===== config.mk =====
export PLATFORM = sky130hd
export DESIGN_NAME = wav_stream_framer_top
export DESIGN_NICKNAME = d
export VERILOG_FILES = /design/src/hw/rtl/wsf_pkg.sv /design/src/hw/rtl/wav_stream_framer_top.sv /design/src/hw/rtl/wsf_fifo.sv /design/src/hw/rtl/wsf_div.sv /design/src/hw/rtl/wsf_front.sv /design/src/hw/rtl/wsf_back.sv
export SDC_FILE = /design/constraint.sdc
export NUM_CORES = 1
export LEC_CHECK = 0
export BUFFER_PORTS_ARGS = -buffer_cell sky130_fd_sc_hd__buf_2
export CELL_PAD_IN_SITES_DETAIL_PLACEMENT = 1
export CELL_PAD_IN_SITES_GLOBAL_PLACEMENT = 1
export CORE_ASPECT_RATIO = 0.9
export CORE_MARGIN = 2
export CORE_UTILIZATION = 40
export DETAILED_ROUTE_END_ITERATION = 6
export GPL_ROUTABILITY_DRIVEN = 0
export PLACE_DENSITY_LB_ADDON = 0.25
export SYNTH_ARGS = -nofsm -noshare
export SYNTH_HDL_FRONTEND = slang
export SYNTH_SLANG_ARGS = --single-unit

===== constraint.sdc =====
create_clock -name clock -period 11.18 [get_ports clock]
set_input_delay 0.559 -clock clock [delete_from_list [all_inputs] [get_ports clock]]
set_output_delay 0.559 -clock clock [all_outputs]
set_load 0.01 [all_outputs]

===== src/hw/rtl/wsf_pkg.sv =====
// Shared types, constants and helper functions for the WAV stream framer.
// Used by the top level, wsf_front and wsf_back; depends on nothing.
package wsf_pkg;

   // Field widths fixed by the stream format.
   localparam int SCOUNT_W = 30;
   localparam int RATE_W   = 20;
   localparam int CHAN_W   = 8;
   localparam int FMT_W    = 2;
   localparam int OP_W     = 2;
   localparam int WORD_W   = 32;
   localparam int NBYTES_W = 3;
   localparam int CSR_IDX_W  = 3;
   localparam int CSR_DATA_W = 32;
   localparam int ALIGN_W  = 10;
   localparam int BRATE_W  = 30;
   localparam int BEAT_W   = 5;

   // Default queue depths handed down from the top level.
   localparam int CMD_DEPTH_DEF = 4;
   localparam int RSP_DEPTH_DEF = 4;

   // Request opcodes.
   localparam logic [OP_W-1:0] OP_HEADER = 2'd0;
   localparam logic [OP_W-1:0] OP_SAMPLE = 2'd1;
   localparam logic [OP_W-1:0] OP_END    = 2'd2;

   // Sample format codes; any other code behaves as 32-bit.
   localparam logic [FMT_W-1:0] FMT_S16 = 2'd0;
   localparam logic [FMT_W-1:0] FMT_S24 = 2'd1;

   // Configuration register indexes.
   localparam logic [CSR_IDX_W-1:0] CSR_SAMPLE_COUNT = 3'd0;
   localparam logic [CSR_IDX_W-1:0] CSR_SAMPLE_RATE  = 3'd1;
   localparam logic [CSR_IDX_W-1:0] CSR_CHANNELS     = 3'd2;
   localparam logic [CSR_IDX_W-1:0] CSR_FORMAT       = 3'd3;

   // Configuration reset values.
   localparam logic [SCOUNT_W-1:0] RST_SAMPLE_COUNT = '0;
   localparam logic [RATE_W-1:0]   RST_SAMPLE_RATE  = 20'd48000;
   localparam logic [CHAN_W-1:0]   RST_CHANNELS     = 8'd2;
   localparam logic [FMT_W-1:0]    RST_FORMAT       = FMT_S16;

   // Byte counts of a beat.
   localparam logic [NBYTES_W-1:0] NB_1 = 3'd1;
   localparam logic [NBYTES_W-1:0] NB_2 = 3'd2;
   localparam logic [NBYTES_W-1:0] NB_3 = 3'd3;
   localparam logic [NBYTES_W-1:0] NB_4 = 3'd4;

   // Chunk tags, first character in the low byte.
   localparam logic [WORD_W-1:0] TAG_RIFF = 32'h4646_4952;
   localparam logic [WORD_W-1:0] TAG_WAVE = 32'h4556_4157;
   localparam logic [WORD_W-1:0] TAG_FMT  = 32'h2074_6d66;
   localparam logic [WORD_W-1:0] TAG_FACT = 32'h7463_6166;
   localparam logic [WORD_W-1:0] TAG_DATA = 32'h6174_6164;

   // Header field values.
   localparam logic [15:0] FMT_TAG_PCM = 16'h0001;
   localparam logic [15:0] FMT_TAG_EXT = 16'hFFFE;
   localparam logic [15:0] EXT_SIZE    = 16'd22;
   localparam logic [WORD_W-1:0] FMT_SIZE_PCM = 32'd16;
   localparam logic [WORD_W-1:0] FMT_SIZE_EXT = 32'd40;
   localparam logic [WORD_W-1:0] FACT_SIZE    = 32'd4;
   localparam logic [WORD_W-1:0] RIFF_BASE_PCM = 32'd36;
   localparam logic [WORD_W-1:0] RIFF_BASE_EXT = 32'd72;
   localparam logic [WORD_W-1:0] NO_CHANNEL_FRAMES = 32'hFFFF_FFFF;

   // Sub-format GUID, led by the PCM format tag, in stream order.
   localparam logic [WORD_W-1:0] GUID_W0 = 32'h0000_0001;
   localparam logic [WORD_W-1:0] GUID_W1 = 32'h0010_0000;
   localparam logic [WORD_W-1:0] GUID_W2 = 32'hAA00_0080;
   localparam logic [WORD_W-1:0] GUID_W3 = 32'h719B_3800;

   // Header beat positions. The short header skips the extension beats and
   // jumps from the block-align beat straight to the data chunk.
   localparam logic [BEAT_W-1:0] SEL_EXT_FIRST = 5'd9;
   localparam logic [BEAT_W-1:0] SEL_SKIP      = 5'd9;
   localparam logic [BEAT_W-1:0] SEL_FRAMES    = 5'd17;
   localparam logic [BEAT_W-1:0] SEL_LAST      = 5'd19;

   // Configuration snapshot seen by the back end.
   typedef struct packed {
      logic [SCOUNT_W-1:0] sample_count;
      logic [RATE_W-1:0]   rate_hz;
      logic [CHAN_W-1:0]   channel_count;
      logic [FMT_W-1:0]    sample_format;
   } cfg_type;

   // Input and result payloads.
   typedef struct packed {
      logic [OP_W-1:0]          op;
      logic signed [WORD_W-1:0] sample_value;
   } req_type;

   typedef struct packed {
      logic [WORD_W-1:0]   out_word;
      logic [NBYTES_W-1:0] out_bytes;
      logic                last;
   } rsp_type;

   // Commands from the front end to the back end.
   typedef enum logic {
      CMD_BEAT,
      CMD_HEADER
   } cmd_kind_type;

   typedef struct packed {
      cmd_kind_type        kind;
      logic [WORD_W-1:0]   word;
      logic [NBYTES_W-1:0] nbytes;
   } cmd_type;

   // Back end sequencer states.
   typedef enum logic {
      BK_IDLE,
      BK_HDR
   } bk_state_type;

   // Speaker position mask for the common channel layouts.
   function automatic logic [WORD_W-1:0] speaker_mask(input logic [CHAN_W-1:0] ch);
      logic [WORD_W-1:0] m;
      begin
         case (ch)
            8'd1:    m = 32'h004;
            8'd2:    m = 32'h003;
            8'd4:    m = 32'h033;
            8'd6:    m = 32'h03F;
            8'd8:    m = 32'h63F;
            default: m = '0;
         endcase
         return m;
      end
   endfunction

endpackage


===== src/hw/rtl/wav_stream_framer_top.sv =====
// Top level of the WAV stream framer: front end, command queue, back end, result queue.
// Depends on wsf_pkg, wsf_fifo, wsf_front and wsf_back.
//
//   Channel   Ports                                  Handshake
//   request   req_push, req_full, req_data           push while not full
//   result    rsp_empty, rsp_pop, rsp_data           pop while not empty
//   config    csr_valid, csr_ready, csr_index/wdata  valid and ready
//
// The front end hands a sample or end request to the command queue in the same cycle
// it is accepted; sample beats then pass through the command queue and the back end
// into the result queue, and stream at one per cycle while the result queue has room
// and no header is in progress. The extended header waits at its frame count beat for
// the 30-step frame count divider in the back end.
// Reset is synchronous; it clears both queues, the parity flag and the configuration
// and sequencer state registers. Requests stall when the command queue fills, behind
// a header in progress or behind a full result queue.
module wav_stream_framer_top #(
   parameter int CMD_DEPTH = wsf_pkg::CMD_DEPTH_DEF,
   parameter int RSP_DEPTH = wsf_pkg::RSP_DEPTH_DEF
) (
   input  logic                            clock,
   input  logic                            reset,
   input  logic                            req_push,
   output logic                            req_full,
   input  wsf_pkg::req_type                req_data,
   output logic                            rsp_empty,
   input  logic                            rsp_pop,
   output wsf_pkg::rsp_type                rsp_data,
   input  logic                            csr_valid,
   output logic                            csr_ready,
   input  logic [wsf_pkg::CSR_IDX_W-1:0]   csr_index,
   input  logic [wsf_pkg::CSR_DATA_W-1:0]  csr_wdata
);

   wsf_pkg::cfg_type cfg;
   wsf_pkg::cmd_type cmd_wr, cmd_rd;
   wsf_pkg::rsp_type rsp_wr;
   logic             cmd_push, cmd_full, cmd_pop, cmd_empty;
   logic             rsp_push, rsp_full;

   wsf_front u_front (
      .clock     (clock),
      .reset     (reset),
      .req_push  (req_push),
      .req_data  (req_data),
      .req_full  (req_full),
      .csr_valid (csr_valid),
      .csr_ready (csr_ready),
      .csr_index (csr_index),
      .csr_wdata (csr_wdata),
      .cfg       (cfg),
      .cmd_push  (cmd_push),
      .cmd_item  (cmd_wr),
      .cmd_full  (cmd_full)
   );

   // Command queue between front and back end.
   wsf_fifo #(
      .WIDTH ($bits(wsf_pkg::cmd_type)),
      .DEPTH (CMD_DEPTH)
   ) u_cmd_fifo (
      .clock (clock),
      .reset (reset),
      .push  (cmd_push),
      .wdata (cmd_wr),
      .full  (cmd_full),
      .pop   (cmd_pop),
      .rdata (cmd_rd),
      .empty (cmd_empty)
   );

   wsf_back u_back (
      .clock     (clock),
      .reset     (reset),
      .cfg       (cfg),
      .cmd_item  (cmd_rd),
      .cmd_empty (cmd_empty),
      .cmd_pop   (cmd_pop),
      .rsp_push  (rsp_push),
      .rsp_item  (rsp_wr),
      .rsp_full  (rsp_full)
   );

   // Result queue toward the consumer.
   wsf_fifo #(
      .WIDTH ($bits(wsf_pkg::rsp_type)),
      .DEPTH (RSP_DEPTH)
   ) u_rsp_fifo (
      .clock (clock),
      .reset (reset),
      .push  (rsp_push),
      .wdata (rsp_wr),
      .full  (rsp_full),
      .pop   (rsp_pop),
      .rdata (rsp_data),
      .empty (rsp_empty)
   );

endmodule


===== src/hw/rtl/wsf_fifo.sv =====
// Small synchronous first-in first-out queue of flip-flops.
// Generic; no package dependency.
module wsf_fifo #(
   parameter int WIDTH = 8,
   parameter int DEPTH = 4
) (
   input  logic             clock,
   input  logic             reset,
   input  logic             push,
   input  logic [WIDTH-1:0] wdata,
   output logic             full,
   input  logic             pop,
   output logic [WIDTH-1:0] rdata,
   output logic             empty
);

   localparam int PTR_W = (DEPTH > 1) ? $clog2(DEPTH) : 1;
   localparam int CNT_W = $clog2(DEPTH + 1);

   logic [WIDTH-1:0] mem_ff [DEPTH];
   logic [PTR_W-1:0] wr_ptr_ff, wr_ptr_in;
   logic [PTR_W-1:0] rd_ptr_ff, rd_ptr_in;
   logic [CNT_W-1:0] count_ff, count_in;
   logic             do_push, do_pop;

   assign full    = (count_ff == CNT_W'(DEPTH));
   assign empty   = (count_ff == '0);
   assign do_push = push && !full;
   assign do_pop  = pop && !empty;
   assign rdata   = mem_ff[rd_ptr_ff];

   // Pointer and occupancy update, wrapping at the depth.
   always_comb begin
      wr_ptr_in = wr_ptr_ff;
      rd_ptr_in = rd_ptr_ff;
      count_in  = count_ff;
      if (do_push) begin
         wr_ptr_in = (wr_ptr_ff == PTR_W'(DEPTH - 1)) ? '0 : wr_ptr_ff + 1'b1;
      end
      if (do_pop) begin
         rd_ptr_in = (rd_ptr_ff == PTR_W'(DEPTH - 1)) ? '0 : rd_ptr_ff + 1'b1;
      end
      if (do_push && !do_pop) begin
         count_in = count_ff + 1'b1;
      end else if (do_pop && !do_push) begin
         count_in = count_ff - 1'b1;
      end
   end

   always_ff @(posedge clock) begin
      if (reset) begin
         wr_ptr_ff <= '0;
         rd_ptr_ff <= '0;
         count_ff  <= '0;
      end else begin
         wr_ptr_ff <= wr_ptr_in;
         rd_ptr_ff <= rd_ptr_in;
         count_ff  <= count_in;
      end
   end

   // Storage needs no reset.
   always_ff @(posedge clock) begin
      if (do_push) begin
         mem_ff[wr_ptr_ff] <= wdata;
      end
   end

endmodule


===== src/hw/rtl/wsf_div.sv =====
// Restoring divider, one quotient bit per cycle, for the fact chunk frame count.
// Generic; no package dependency.
module wsf_div #(
   parameter int DVD_W = 30,
   parameter int DVS_W = 8
) (
   input  logic             clock,
   input  logic             reset,
   input  logic             start,
   input  logic [DVD_W-1:0] dividend,
   input  logic [DVS_W-1:0] divisor,
   output logic             done,
   output logic [DVD_W-1:0] quotient
);

   localparam int CNT_W = $clog2(DVD_W + 1);

   logic [DVS_W-1:0] rem_ff, rem_in;
   logic [DVD_W-1:0] quo_ff, quo_in;
   logic [DVS_W-1:0] dvs_ff;
   logic [CNT_W-1:0] cnt_ff, cnt_in;
   logic             busy_ff, busy_in;
   logic             done_ff, done_in;
   logic [DVS_W:0]   rem_sh;
   logic [DVS_W+1:0] diff;
   logic             ge;

   // One trial subtraction per cycle; the dividend shifts out as quotient bits shift in.
   assign rem_sh = {rem_ff, quo_ff[DVD_W-1]};
   assign diff   = {1'b0, rem_sh} - {2'b00, dvs_ff};
   assign ge     = !diff[DVS_W+1];

   always_comb begin
      rem_in  = rem_ff;
      quo_in  = quo_ff;
      cnt_in  = cnt_ff;
      busy_in = busy_ff;
      done_in = done_ff;
      if (start) begin
         rem_in  = '0;
         quo_in  = dividend;
         cnt_in  = CNT_W'(DVD_W);
         busy_in = 1'b1;
         done_in = 1'b0;
      end else if (busy_ff) begin
         rem_in = ge ? diff[DVS_W-1:0] : rem_sh[DVS_W-1:0];
         quo_in = {quo_ff[DVD_W-2:0], ge};
         cnt_in = cnt_ff - 1'b1;
         if (cnt_ff == CNT_W'(1)) begin
            busy_in = 1'b0;
            done_in = 1'b1;
         end
      end
   end

   always_ff @(posedge clock) begin
      if (reset) begin
         busy_ff <= 1'b0;
         done_ff <= 1'b0;
         cnt_ff  <= '0;
      end else begin
         busy_ff <= busy_in;
         done_ff <= done_in;
         cnt_ff  <= cnt_in;
      end
   end

   always_ff @(posedge clock) begin
      rem_ff <= rem_in;
      quo_ff <= quo_in;
      if (start) begin
         dvs_ff <= divisor;
      end
   end

   assign done     = done_ff;
   assign quotient = quo_ff;

endmodule


===== src/hw/rtl/wsf_front.sv =====
// Front end: configuration registers, request acceptance, sample packing and pad decision.
// Depends on wsf_pkg.
module wsf_front (
   input  logic                                clock,
   input  logic                                reset,
   input  logic                                req_push,
   input  wsf_pkg::req_type                    req_data,
   output logic                                req_full,
   input  logic                                csr_valid,
   output logic                                csr_ready,
   input  logic [wsf_pkg::CSR_IDX_W-1:0]       csr_index,
   input  logic [wsf_pkg::CSR_DATA_W-1:0]      csr_wdata,
   output wsf_pkg::cfg_type                    cfg,
   output logic                                cmd_push,
   output wsf_pkg::cmd_type                    cmd_item,
   input  logic                                cmd_full
);

   wsf_pkg::cfg_type cfg_ff, cfg_in;
   logic             parity_ff, parity_in;
   logic             accept;

   assign csr_ready = 1'b1;
   assign req_full  = cmd_full;
   assign accept    = req_push && !cmd_full;
   assign cfg       = cfg_ff;

   // Register writes; out-of-range fields are truncated to the register width.
   always_comb begin
      cfg_in = cfg_ff;
      if (csr_valid) begin
         unique case (csr_index)
            wsf_pkg::CSR_SAMPLE_COUNT:
               cfg_in.sample_count = csr_wdata[wsf_pkg::SCOUNT_W-1:0];
            wsf_pkg::CSR_SAMPLE_RATE:
               cfg_in.rate_hz = csr_wdata[wsf_pkg::RATE_W-1:0];
            wsf_pkg::CSR_CHANNELS:
               cfg_in.channel_count = csr_wdata[wsf_pkg::CHAN_W-1:0];
            wsf_pkg::CSR_FORMAT:
               cfg_in.sample_format = csr_wdata[wsf_pkg::FMT_W-1:0];
            default: ;
         endcase
      end
   end

   // Classify the request: header command, ready-made beat, or nothing.
   always_comb begin
      cmd_push        = 1'b0;
      cmd_item.kind   = wsf_pkg::CMD_BEAT;
      cmd_item.word   = '0;
      cmd_item.nbytes = wsf_pkg::NB_1;
      parity_in       = parity_ff;
      if (accept) begin
         unique case (req_data.op)
            wsf_pkg::OP_HEADER: begin
               cmd_push      = 1'b1;
               cmd_item.kind = wsf_pkg::CMD_HEADER;
               parity_in     = 1'b0;
            end
            wsf_pkg::OP_SAMPLE: begin
               cmd_push  = 1'b1;
               parity_in = !parity_ff;
               if (cfg_ff.sample_format == wsf_pkg::FMT_S16) begin
                  cmd_item.word   = {16'h0000, req_data.sample_value[15:0]};
                  cmd_item.nbytes = wsf_pkg::NB_2;
               end else if (cfg_ff.sample_format == wsf_pkg::FMT_S24) begin
                  cmd_item.word   = {8'h00, req_data.sample_value[31:8]};
                  cmd_item.nbytes = wsf_pkg::NB_3;
               end else begin
                  cmd_item.word   = req_data.sample_value;
                  cmd_item.nbytes = wsf_pkg::NB_4;
               end
            end
            wsf_pkg::OP_END: begin
               // A single zero pad byte follows an odd run of 24-bit samples.
               cmd_push  = (cfg_ff.sample_format == wsf_pkg::FMT_S24) && parity_ff;
               parity_in = 1'b0;
            end
            default: ;
         endcase
      end
   end

   always_ff @(posedge clock) begin
      if (reset) begin
         cfg_ff.sample_count   <= wsf_pkg::RST_SAMPLE_COUNT;
         cfg_ff.rate_hz        <= wsf_pkg::RST_SAMPLE_RATE;
         cfg_ff.channel_count  <= wsf_pkg::RST_CHANNELS;
         cfg_ff.sample_format  <= wsf_pkg::RST_FORMAT;
         parity_ff             <= 1'b0;
      end else begin
         cfg_ff    <= cfg_in;
         parity_ff <= parity_in;
      end
   end

endmodule


===== src/hw/rtl/wsf_back.sv =====
// Back end: forwards sample beats and sequences the header beats.
// Depends on wsf_pkg and wsf_div.
module wsf_back (
   input  logic             clock,
   input  logic             reset,
   input  wsf_pkg::cfg_type cfg,
   input  wsf_pkg::cmd_type cmd_item,
   input  logic             cmd_empty,
   output logic             cmd_pop,
   output logic             rsp_push,
   output wsf_pkg::rsp_type rsp_item,
   input  logic             rsp_full
);

   wsf_pkg::bk_state_type                state_ff, state_in;
   logic [wsf_pkg::BEAT_W-1:0]           beat_ff, beat_in;
   logic [wsf_pkg::WORD_W-1:0]           data_size_ff, data_size_in;
   logic [wsf_pkg::ALIGN_W-1:0]          align_ff, align_in;
   logic [wsf_pkg::NBYTES_W-1:0]         bps_ff, bps_in;
   logic                                 ext_ff, ext_in;
   logic [wsf_pkg::BRATE_W-1:0]          byte_rate_ff;
   logic [wsf_pkg::BEAT_W-1:0]           sel;
   logic [wsf_pkg::WORD_W-1:0]           hdr_word;
   logic [wsf_pkg::WORD_W-1:0]           riff_size;
   logic [wsf_pkg::WORD_W-1:0]           frames;
   logic [15:0]                          bits16;
   logic                                 div_start;
   logic                                 div_done;
   logic [wsf_pkg::SCOUNT_W-1:0]         div_quo;
   logic                                 hdr_ready;

   // Frame count divider runs alongside the first header beats.
   wsf_div #(
      .DVD_W (wsf_pkg::SCOUNT_W),
      .DVS_W (wsf_pkg::CHAN_W)
   ) u_div (
      .clock    (clock),
      .reset    (reset),
      .start    (div_start),
      .dividend (cfg.sample_count),
      .divisor  (cfg.channel_count),
      .done     (div_done),
      .quotient (div_quo)
   );

   // Derived sizes captured when a header starts.
   always_comb begin
      if (cfg.sample_format == wsf_pkg::FMT_S16) begin
         bps_in       = wsf_pkg::NB_2;
         data_size_in = {1'b0, cfg.sample_count, 1'b0};
         align_in     = {1'b0, cfg.channel_count, 1'b0};
      end else if (cfg.sample_format == wsf_pkg::FMT_S24) begin
         bps_in       = wsf_pkg::NB_3;
         data_size_in = {2'b00, cfg.sample_count} + {1'b0, cfg.sample_count, 1'b0};
         align_in     = {2'b00, cfg.channel_count} + {1'b0, cfg.channel_count, 1'b0};
      end else begin
         bps_in       = wsf_pkg::NB_4;
         data_size_in = {cfg.sample_count, 2'b00};
         align_in     = {cfg.channel_count, 2'b00};
      end
      ext_in = (cfg.channel_count > 8'd2) || (cfg.sample_format != wsf_pkg::FMT_S16);
   end

   // Header field values from the captured sizes.
   assign bits16    = {10'h000, bps_ff, 3'b000};
   assign riff_size = (ext_ff ? wsf_pkg::RIFF_BASE_EXT : wsf_pkg::RIFF_BASE_PCM)
                      + data_size_ff + {31'h0, data_size_ff[0]};
   assign frames    = (cfg.channel_count == '0) ? wsf_pkg::NO_CHANNEL_FRAMES
                      : {{(wsf_pkg::WORD_W - wsf_pkg::SCOUNT_W){1'b0}}, div_quo};
   assign sel       = (!ext_ff && (beat_ff >= wsf_pkg::SEL_EXT_FIRST))
                      ? beat_ff + wsf_pkg::SEL_SKIP : beat_ff;
   assign hdr_ready = (sel != wsf_pkg::SEL_FRAMES) || div_done;

   // Header beat selection, in stream order.
   always_comb begin
      unique case (sel)
         5'd0:  hdr_word = wsf_pkg::TAG_RIFF;
         5'd1:  hdr_word = riff_size;
         5'd2:  hdr_word = wsf_pkg::TAG_WAVE;
         5'd3:  hdr_word = wsf_pkg::TAG_FMT;
         5'd4:  hdr_word = ext_ff ? wsf_pkg::FMT_SIZE_EXT : wsf_pkg::FMT_SIZE_PCM;
         5'd5:  hdr_word = {8'h00, cfg.channel_count,
                            ext_ff ? wsf_pkg::FMT_TAG_EXT : wsf_pkg::FMT_TAG_PCM};
         5'd6:  hdr_word = {12'h000, cfg.rate_hz};
         5'd7:  hdr_word = {2'b00, byte_rate_ff};
         5'd8:  hdr_word = {bits16, 6'h00, align_ff};
         5'd9:  hdr_word = {bits16, wsf_pkg::EXT_SIZE};
         5'd10: hdr_word = wsf_pkg::speaker_mask(cfg.channel_count);
         5'd11: hdr_word = wsf_pkg::GUID_W0;
         5'd12: hdr_word = wsf_pkg::GUID_W1;
         5'd13: hdr_word = wsf_pkg::GUID_W2;
         5'd14: hdr_word = wsf_pkg::GUID_W3;
         5'd15: hdr_word = wsf_pkg::TAG_FACT;
         5'd16: hdr_word = wsf_pkg::FACT_SIZE;
         5'd17: hdr_word = frames;
         5'd18: hdr_word = wsf_pkg::TAG_DATA;
         5'd19: hdr_word = data_size_ff;
         default: hdr_word = '0;
      endcase
   end

   // Sequencer: sample and pad beats pass straight through, a header walks its beats.
   always_comb begin
      state_in           = state_ff;
      beat_in            = beat_ff;
      cmd_pop            = 1'b0;
      rsp_push           = 1'b0;
      div_start          = 1'b0;
      rsp_item.out_word  = cmd_item.word;
      rsp_item.out_bytes = cmd_item.nbytes;
      rsp_item.last      = 1'b1;
      unique case (state_ff)
         wsf_pkg::BK_IDLE: begin
            if (!cmd_empty) begin
               if (cmd_item.kind == wsf_pkg::CMD_HEADER) begin
                  cmd_pop   = 1'b1;
                  div_start = 1'b1;
                  beat_in   = '0;
                  state_in  = wsf_pkg::BK_HDR;
               end else if (!rsp_full) begin
                  cmd_pop  = 1'b1;
                  rsp_push = 1'b1;
               end
            end
         end
         wsf_pkg::BK_HDR: begin
            rsp_item.out_word  = hdr_word;
            rsp_item.out_bytes = wsf_pkg::NB_4;
            rsp_item.last      = (sel == wsf_pkg::SEL_LAST);
            if (!rsp_full && hdr_ready) begin
               rsp_push = 1'b1;
               beat_in  = beat_ff + 1'b1;
               if (sel == wsf_pkg::SEL_LAST) begin
                  state_in = wsf_pkg::BK_IDLE;
               end
            end
         end
         default: state_in = wsf_pkg::BK_IDLE;
      endcase
   end

   always_ff @(posedge clock) begin
      if (reset) begin
         state_ff <= wsf_pkg::BK_IDLE;
         beat_ff  <= '0;
      end else begin
         state_ff <= state_in;
         beat_ff  <= beat_in;
      end
   end

   // Header size registers; the byte rate product is taken from the captured alignment.
   always_ff @(posedge clock) begin
      if (div_start) begin
         data_size_ff <= data_size_in;
         align_ff     <= align_in;
         bps_ff       <= bps_in;
         ext_ff       <= ext_in;
      end
      byte_rate_ff <= {20'h00000, align_ff} * {10'h000, cfg.rate_hz};
   end

endmodule

After elaboration in Yosys (flattened, before gate mapping)
Memories as Yosys holds them, arrays and structs flattened. A register that Yosys moved wholly into a read port is not among the register bits.
Index checks and enable logic that the tools add are counted.
{"block": "totals", "register_bits": 210, "ram_bits": 288, "input_bits": 74, "out_inout_bits": 39, "wordCells": 204, "n_memories": 2}
{"memory": "u_cmd_fifo.mem_ff", "depth": 4, "width": 36, "read_ports": 1, "rd_ports_with_merged_regs": 1, "write_ports": 1, "line_no": "wsf_fifo.sv:20", "source": "logic [WIDTH-1:0] mem_ff [DEPTH];"}
{"memory": "u_rsp_fifo.mem_ff", "depth": 4, "width": 36, "read_ports": 1, "rd_ports_with_merged_regs": 1, "write_ports": 1, "line_no": "wsf_fifo.sv:20"}
{"block": "classes", "n_addsub": 16, "multipliers": 1, "magnitude_cmp": 2, "eq_ne": 41, "muxes": 63, "n_bitwise": 2, "reduce_logical": 48}
{"op": "one-hot mux 32 bit (20 select lines)", "count": 1}
{"op": "2-to-1 mux 35 bit", "count": 3}
{"op": "2-to-1 mux 36 bit", "count": 2}
{"op": "2-to-1 mux 32 bit", "count": 2}
{"op": "2-to-1 mux 30 bit", "count": 2}
{"op": "one-hot mux 11 bit (5 select lines)", "count": 1}
{"op": "== test 5 x 4 -> 1 bit, second input constant", "count": 8}
{"op": "adder 30 x 31 -> 32 bit", "count": 1}
{"op": "adder 32 x 1 -> 32 bit", "count": 1}
{"op": "adder 32 bit", "count": 1}
{"op": "2-to-1 mux 31 bit", "count": 1}
{"op": "multiplier 10 x 20 -> 30 bit", "count": 1}
{"op": "2-to-1 mux 5 bit", "count": 6}
{"op": "2-to-1 mux 1 bit", "count": 21}
{"op": "== test 5 x 3 -> 1 bit, second input constant", "count": 4}
{"op": "== test 5 bit, second input constant", "count": 4}
{"op": "== test 8 x 3 -> 1 bit, second input constant", "count": 2}
{"op": "2-to-1 mux 16 bit", "count": 1}
{"op": "2-to-1 mux 2 bit", "count": 8}
{"op": "2-to-1 mux 3 bit", "count": 5}
{"op": "logical AND 1 bit", "count": 12}
{"op": "AND reduction 2 bit", "count": 6}
{"op": "logical NOT 1 bit", "count": 11}
{"op": "adder 8 x 9 -> 10 bit", "count": 1}
{"op": "other kinds (37)", "count": 68}

Depth between registers and ports, before layout
{"block": "depth", "ltp_word": 13, "ltp_mapped": 22}

Modules after synthesis
Synthesis repeated with hierarchy kept, for this count alone.
{"block": "unflattened", "cells_unflattened": 2733, "hier_area_um2": 30619.4}
{"module": "wsf_back", "instances": 1, "cells_per_inst": 1694, "area_per_inst_um2": 13948.4}
{"module": "wsf_fifo", "instances": 2, "cells_per_inst": 238, "area_per_inst_um2": 5699.2}
{"module": "wsf_front", "instances": 1, "cells_per_inst": 358, "area_per_inst_um2": 2695.1}
{"module": "wsf_div", "instances": 1, "cells_per_inst": 205, "area_per_inst_um2": 2577.5}

Worst setup path before layout
No wires, ideal clock.
{"block": "synth_path", "path_kind": "reg2reg", "startpoint": "register u_back.align_ff[1] (netlist bit)", "endpoint": "register u_back.byte_rate_ff[28] (netlist bit)", "arrival_time_ns": 5.797, "t_required_ns": 11.062, "setup_slack_ns": 5.266, "path_stages_with_launch": 21, "cell_sequence": "edfxtp_1 clkbuf_1 nand2_1 fa_1 inv_1 fa_1 fa_1 fa_1 inv_1 fa_1 inv_1 ha_1 a21o_1 a211oi_1 a21boi_2 o21ai_1 and4_4 or4b_1 a311o_1 a21o_1 xor2_1"}
{"block": "synth_between", "elab_chain_cells": 1}
{"element": "start, declared", "line_no": "wsf_back.sv:18", "source": "logic [wsf_pkg::ALIGN_W-1:0] align_ff, align_in;"}
{"element": "start signal, assigned", "line_no": "wsf_back.sv:156", "source": "align_ff <= align_in;"}
{"element": "multiplier 10 x 20 -> 30 bit", "line_no": "wsf_back.sv:160", "source": "byte_rate_ff <= {20'h00000, align_ff} * {10'h000, cfg.rate_hz};"}
{"element": "end signal, assigned", "line_no": "wsf_back.sv:160"}
{"element": "end, declared", "line_no": "wsf_back.sv:21", "source": "logic [wsf_pkg::BRATE_W-1:0] byte_rate_ff;"}
No other way between the ends.
A chain may end at the register's enable or synchronous reset.

Final worst setup path
{"block": "layout_path", "startpoint": "register u_back.align_ff[4] (netlist bit)", "endpoint": "register u_back.byte_rate_ff[28] (netlist bit)"}
Same word-level chain as after synthesis.

==> results.sh <==
export IMPL_power_total_mw=11.02
export IMPL_wirelength_mm=92.50
export IMPL_grt_pass1_vias=23080
export IMPL_antenna_cells=0
export IMPL_syn_instance_count=2788
export IMPL_tightest_slew_ns=1.193
export IMPL_pin_count=113
export IMPL_root_buffer="clkbuf_16"
export IMPL_dpl_cell_count=3761
export IMPL_rows=95
export IMPL_clock_sinks=502
export IMPL_yosysUniqueCellTypes=100
export IMPL_crit_type="reg -> reg"
export IMPL_crit_fanout=14
export IMPL_io_buffers=109
export IMPL_crit_start="u_back.align_ff[4]"
export IMPL_layout_area_overhead_vs_synth_pct=11.66
export IMPL_r2r_end="u_back.byte_rate_ff[28]"
export IMPL_crit_slowest_cell="edfxtp_1"
export IMPL_final_util=0.4522
export IMPL_status="completed"
export IMPL_arrival_ns=7.45
export IMPL_period_share=0.6236
export IMPL_slowest_delay_ns=0.82
export IMPL_clkTransAtPathRegs_ns=0.06
export IMPL_nNetsFinal=3211
export IMPL_die_area_um2=77920
export IMPL_drc=0
export IMPL_yosysWarnings=0
export IMPL_drive_above_1_share=0.1265
export IMPL_finClkSkew_ns=0.06755
export IMPL_vias_per_cell=5.686
export IMPL_crit_family="adder cells"
export IMPL_maxSlewHeadroom=0.1971
export IMPL_finalNonFillerCells=3863
export IMPL_clk_latency_ns=0.64
export IMPL_synth_edf_count=372
export IMPL_fmax_ghz=0.1434
export IMPL_routed_via_count=21970
export IMPL_setup_viol_count_final=0
export IMPL_numCtsBuffers=54
export IMPL_worst_path_most_repeated_cell="fa_1"
export IMPL_cp_buffers_inverters=4
export IMPL_drv_slew=0
export IMPL_r2r_setup_slack_ns=4.21
export IMPL_setup_tns_final_ns=0
export IMPL_die_w_um=294.0
export IMPL_worstSetupEndpointType="flip-flop"
export IMPL_grt_total_usage=0.2384
export IMPL_fill_cells=8070
export IMPL_worst_r2r_path_depth=20
export IMPL_clockBufferDepth=3
export IMPL_syn_nets=3152
export IMPL_grt_pass1_wl_mm=142.0
export IMPL_worstReg2RegStart="u_back.align_ff[4]"
export IMPL_dp_hpwl_mm=66.75
export IMPL_worstPathRequired_ns=11.66
export IMPL_fin_crit_ns=6.972
export IMPL_postSynthAreaPerCell_um2=10.86
export IMPL_yosys_register_bits=502
export IMPL_postRouteAntennaNets=0
export IMPL_synth_ff_type="edfxtp_1"
export IMPL_vdd_drop_max_uv=596.3
export IMPL_core_um2=74770
export IMPL_grt_antenna_before_repair=3
export IMPL_seq_area_um2=13780
export IMPL_ys_seq_area_frac=0.4549
export IMPL_grt_ovfl_total=0
export IMPL_cp_start_kind="flip-flop"
export IMPL_hold_viol_final=0
export IMPL_drtPass1Iterations=7
export IMPL_hold_buffers=0
export IMPL_multiInputGateArea_um2=15040
export IMPL_grt_max_degree=89
export IMPL_cts_htree_levels=2
export IMPL_start_util=0.4050
export IMPL_drtIter0Drc=1869
export IMPL_path_depth=20
export IMPL_critPathCapture="u_back.byte_rate_ff[28]"
export IMPL_hp_class="in -> reg"
export IMPL_synthArstFlopShare=0
export IMPL_syn_area_um2=30280
export IMPL_power_density_nw_per_um2=325.9
export IMPL_cts_setup_buffers=0
export IMPL_worstPathCellList="buf_4 > nand2_1 > fa_1 > fa_1 > inv_1 > fa_1 > fa_1 > inv_1 > fa_1 > inv_1 > ha_1 > and4_1 > a211oi_1 > a21boi_2 > o21ai_1 > and4_4 > or4b_1 > a311o_1 > a21o_1 > xor2_1"
export IMPL_p_leak_nw=13.44
export IMPL_die_h_um=265.0
export IMPL_cts_resized=0
export IMPL_wl_per_cell_um=23.94
export IMPL_cts_tree="built"
export IMPL_drv_cap=0
export IMPL_rsz0062_at_grt="false"
[cells in the mapped netlist (all sizes together) (10+ instances only)]
master	count	share of area
ha	143	0.059
inv	233	0.029
buf	29	0.0052
nor2	111	0.014
and3	20	0.0041
a211oi	18	0.0053
or3	14	0.0029
a31oi	19	0.0044
nand3b	10	0.0025
mux2i	32	0.011
mux4	71	0.053
o22ai	31	0.0066
fa	147	0.097
xor2	30	0.0087
a21o	30	0.0075
xnor2	47	0.014
edfxtp	372	0.37
nand2	440	0.055
a21boi	10	0.0027
a21oi	178	0.030
nor2b	16	0.0033
dfxtp	130	0.086
nand4	17	0.0035
clkbuf	122	0.015
and2	122	0.025
a22oi	16	0.0040
nand3	47	0.0081
a22o	10	0.0029
nor3	33	0.0056
o21ai	132	0.022
nand2b	14	0.0029
[cell usage in the layout, fill, tap and decap left out, drive strengths merged, types with 8 or more instances in the layout]
cell / count
a21boi: 10
mux4: 71
nand2b: 14
xnor2: 47
nand3b: 10
a21o: 30
ha: 143
nor3: 33
bufinv: 12
o21a: 9
mux2i: 32
or3: 14
a21oi: 178
buf: 154
and3: 20
xor2: 30
clkinv: 20
o211ai: 8
and2: 122
o22ai: 31
a22oi: 16
a22o: 10
a211oi: 18
nand4: 17
a31oi: 19
nor2: 111
nand3: 47
o21bai: 9
nand2: 440
dfxtp: 130
a221oi: 8
clkbuf: 64
fa: 147
inv: 235
o21ai: 132
edfxtp: 372
nor2b: 16
[kinds of logic after synthesis]
group | Yosys count | share of synthesized area
AOI/OAI and AO/OA | 547 | 0.1159
buffers and inverters | 384 | 0.04925
xor gates and xnor gates | 77 | 0.02227
and+or+nand+nor | 880 | 0.1359
adders and majority gates | 290 | 0.1563
other | 1 | 0.0001238
DFF | 502 | 0.4549
muxes | 107 | 0.06541
[worst min-delay path, cell delays in order]
cell,delay [ns]
buf_2,0.10
nand2_1,0.05
a21oi_1,0.05
[metrics by stage]
step                hold WS (ns)  setup WS (ns)  instance area, µm²
global route              0.1776          3.943               33810
CTS                       0.1589          4.224               33810
floorplan                 0.4475          5.266               30280
finish                    0.1854          4.208               33810
detailed placement        0.4933          4.268               31790
global placement          0.4641          4.308               31790
[flip-flops by register name (all words and copies together) (netlist names), 5 cells and up, named ones only]
| signal | flops |
|---|---|
| u_back.u_div.quotient | 30 |
| u_back.data_size_ff | 32 |
| u_back.byte_rate_ff | 30 |
| u_back.u_div.cnt_ff | 5 |
| u_rsp_fifo.mem_ff | 144 |
| u_front.cfg | 60 |
| u_back.u_div.dvs_ff | 8 |
| u_back.align_ff | 10 |
| u_back.beat_ff | 5 |
| u_cmd_fifo.mem_ff | 144 |
| u_back.u_div.rem_ff | 8 |
[power breakdown]
part	internal (mW)	leakage [nW]	switching, mW
clock network	1.21	0.977	0.774
registers	2.64	4.57	0.309
logic	2.36	7.89	3.72
total	6.21	13.4	4.81
[per-layer routing]
layer / vias up / track usage / wire length, µm
met1: 11270 / 0.3371 / 41590
met5: - / 0 / 0
met2: 622 / 0.3844 / 43140
met4: 0 / 0.07791 / 2949
met3: 134 / 0.02615 / 4815
li1: 9940 / - / -
[final cells by class]
cell class              instances  share of cell area
multi-input cells            1902              0.4448
flip-flops and latches        502              0.4075
clock buffers                  64             0.04285
well taps                     970             0.03590
repair buffers                154             0.02620
inverters                     233             0.02587
clock inverters                38             0.01684
[how the worst min path moves through the flow]
stage | startpoint | cells after the start | slack (ns) | endpoint
detailed placement | u_cmd_fifo.rd_ptr_ff[0] | 2 | 0.49 | flip-flop
floorplan | u_front.cfg[16] | 2 | 0.45 | u_front.cfg[16]
global route | csr_wdata[22] | 3 | 0.18 | u_front.cfg[52]
global placement | u_cmd_fifo.rd_ptr_ff[0] | 2 | 0.46 | flip-flop
finish | csr_wdata[24] | 3 | 0.19 | u_front.cfg[54]
CTS | csr_wdata[24] | 3 | 0.16 | u_front.cfg[54]
No activity file was read; power rests on OpenSTA's default activity.
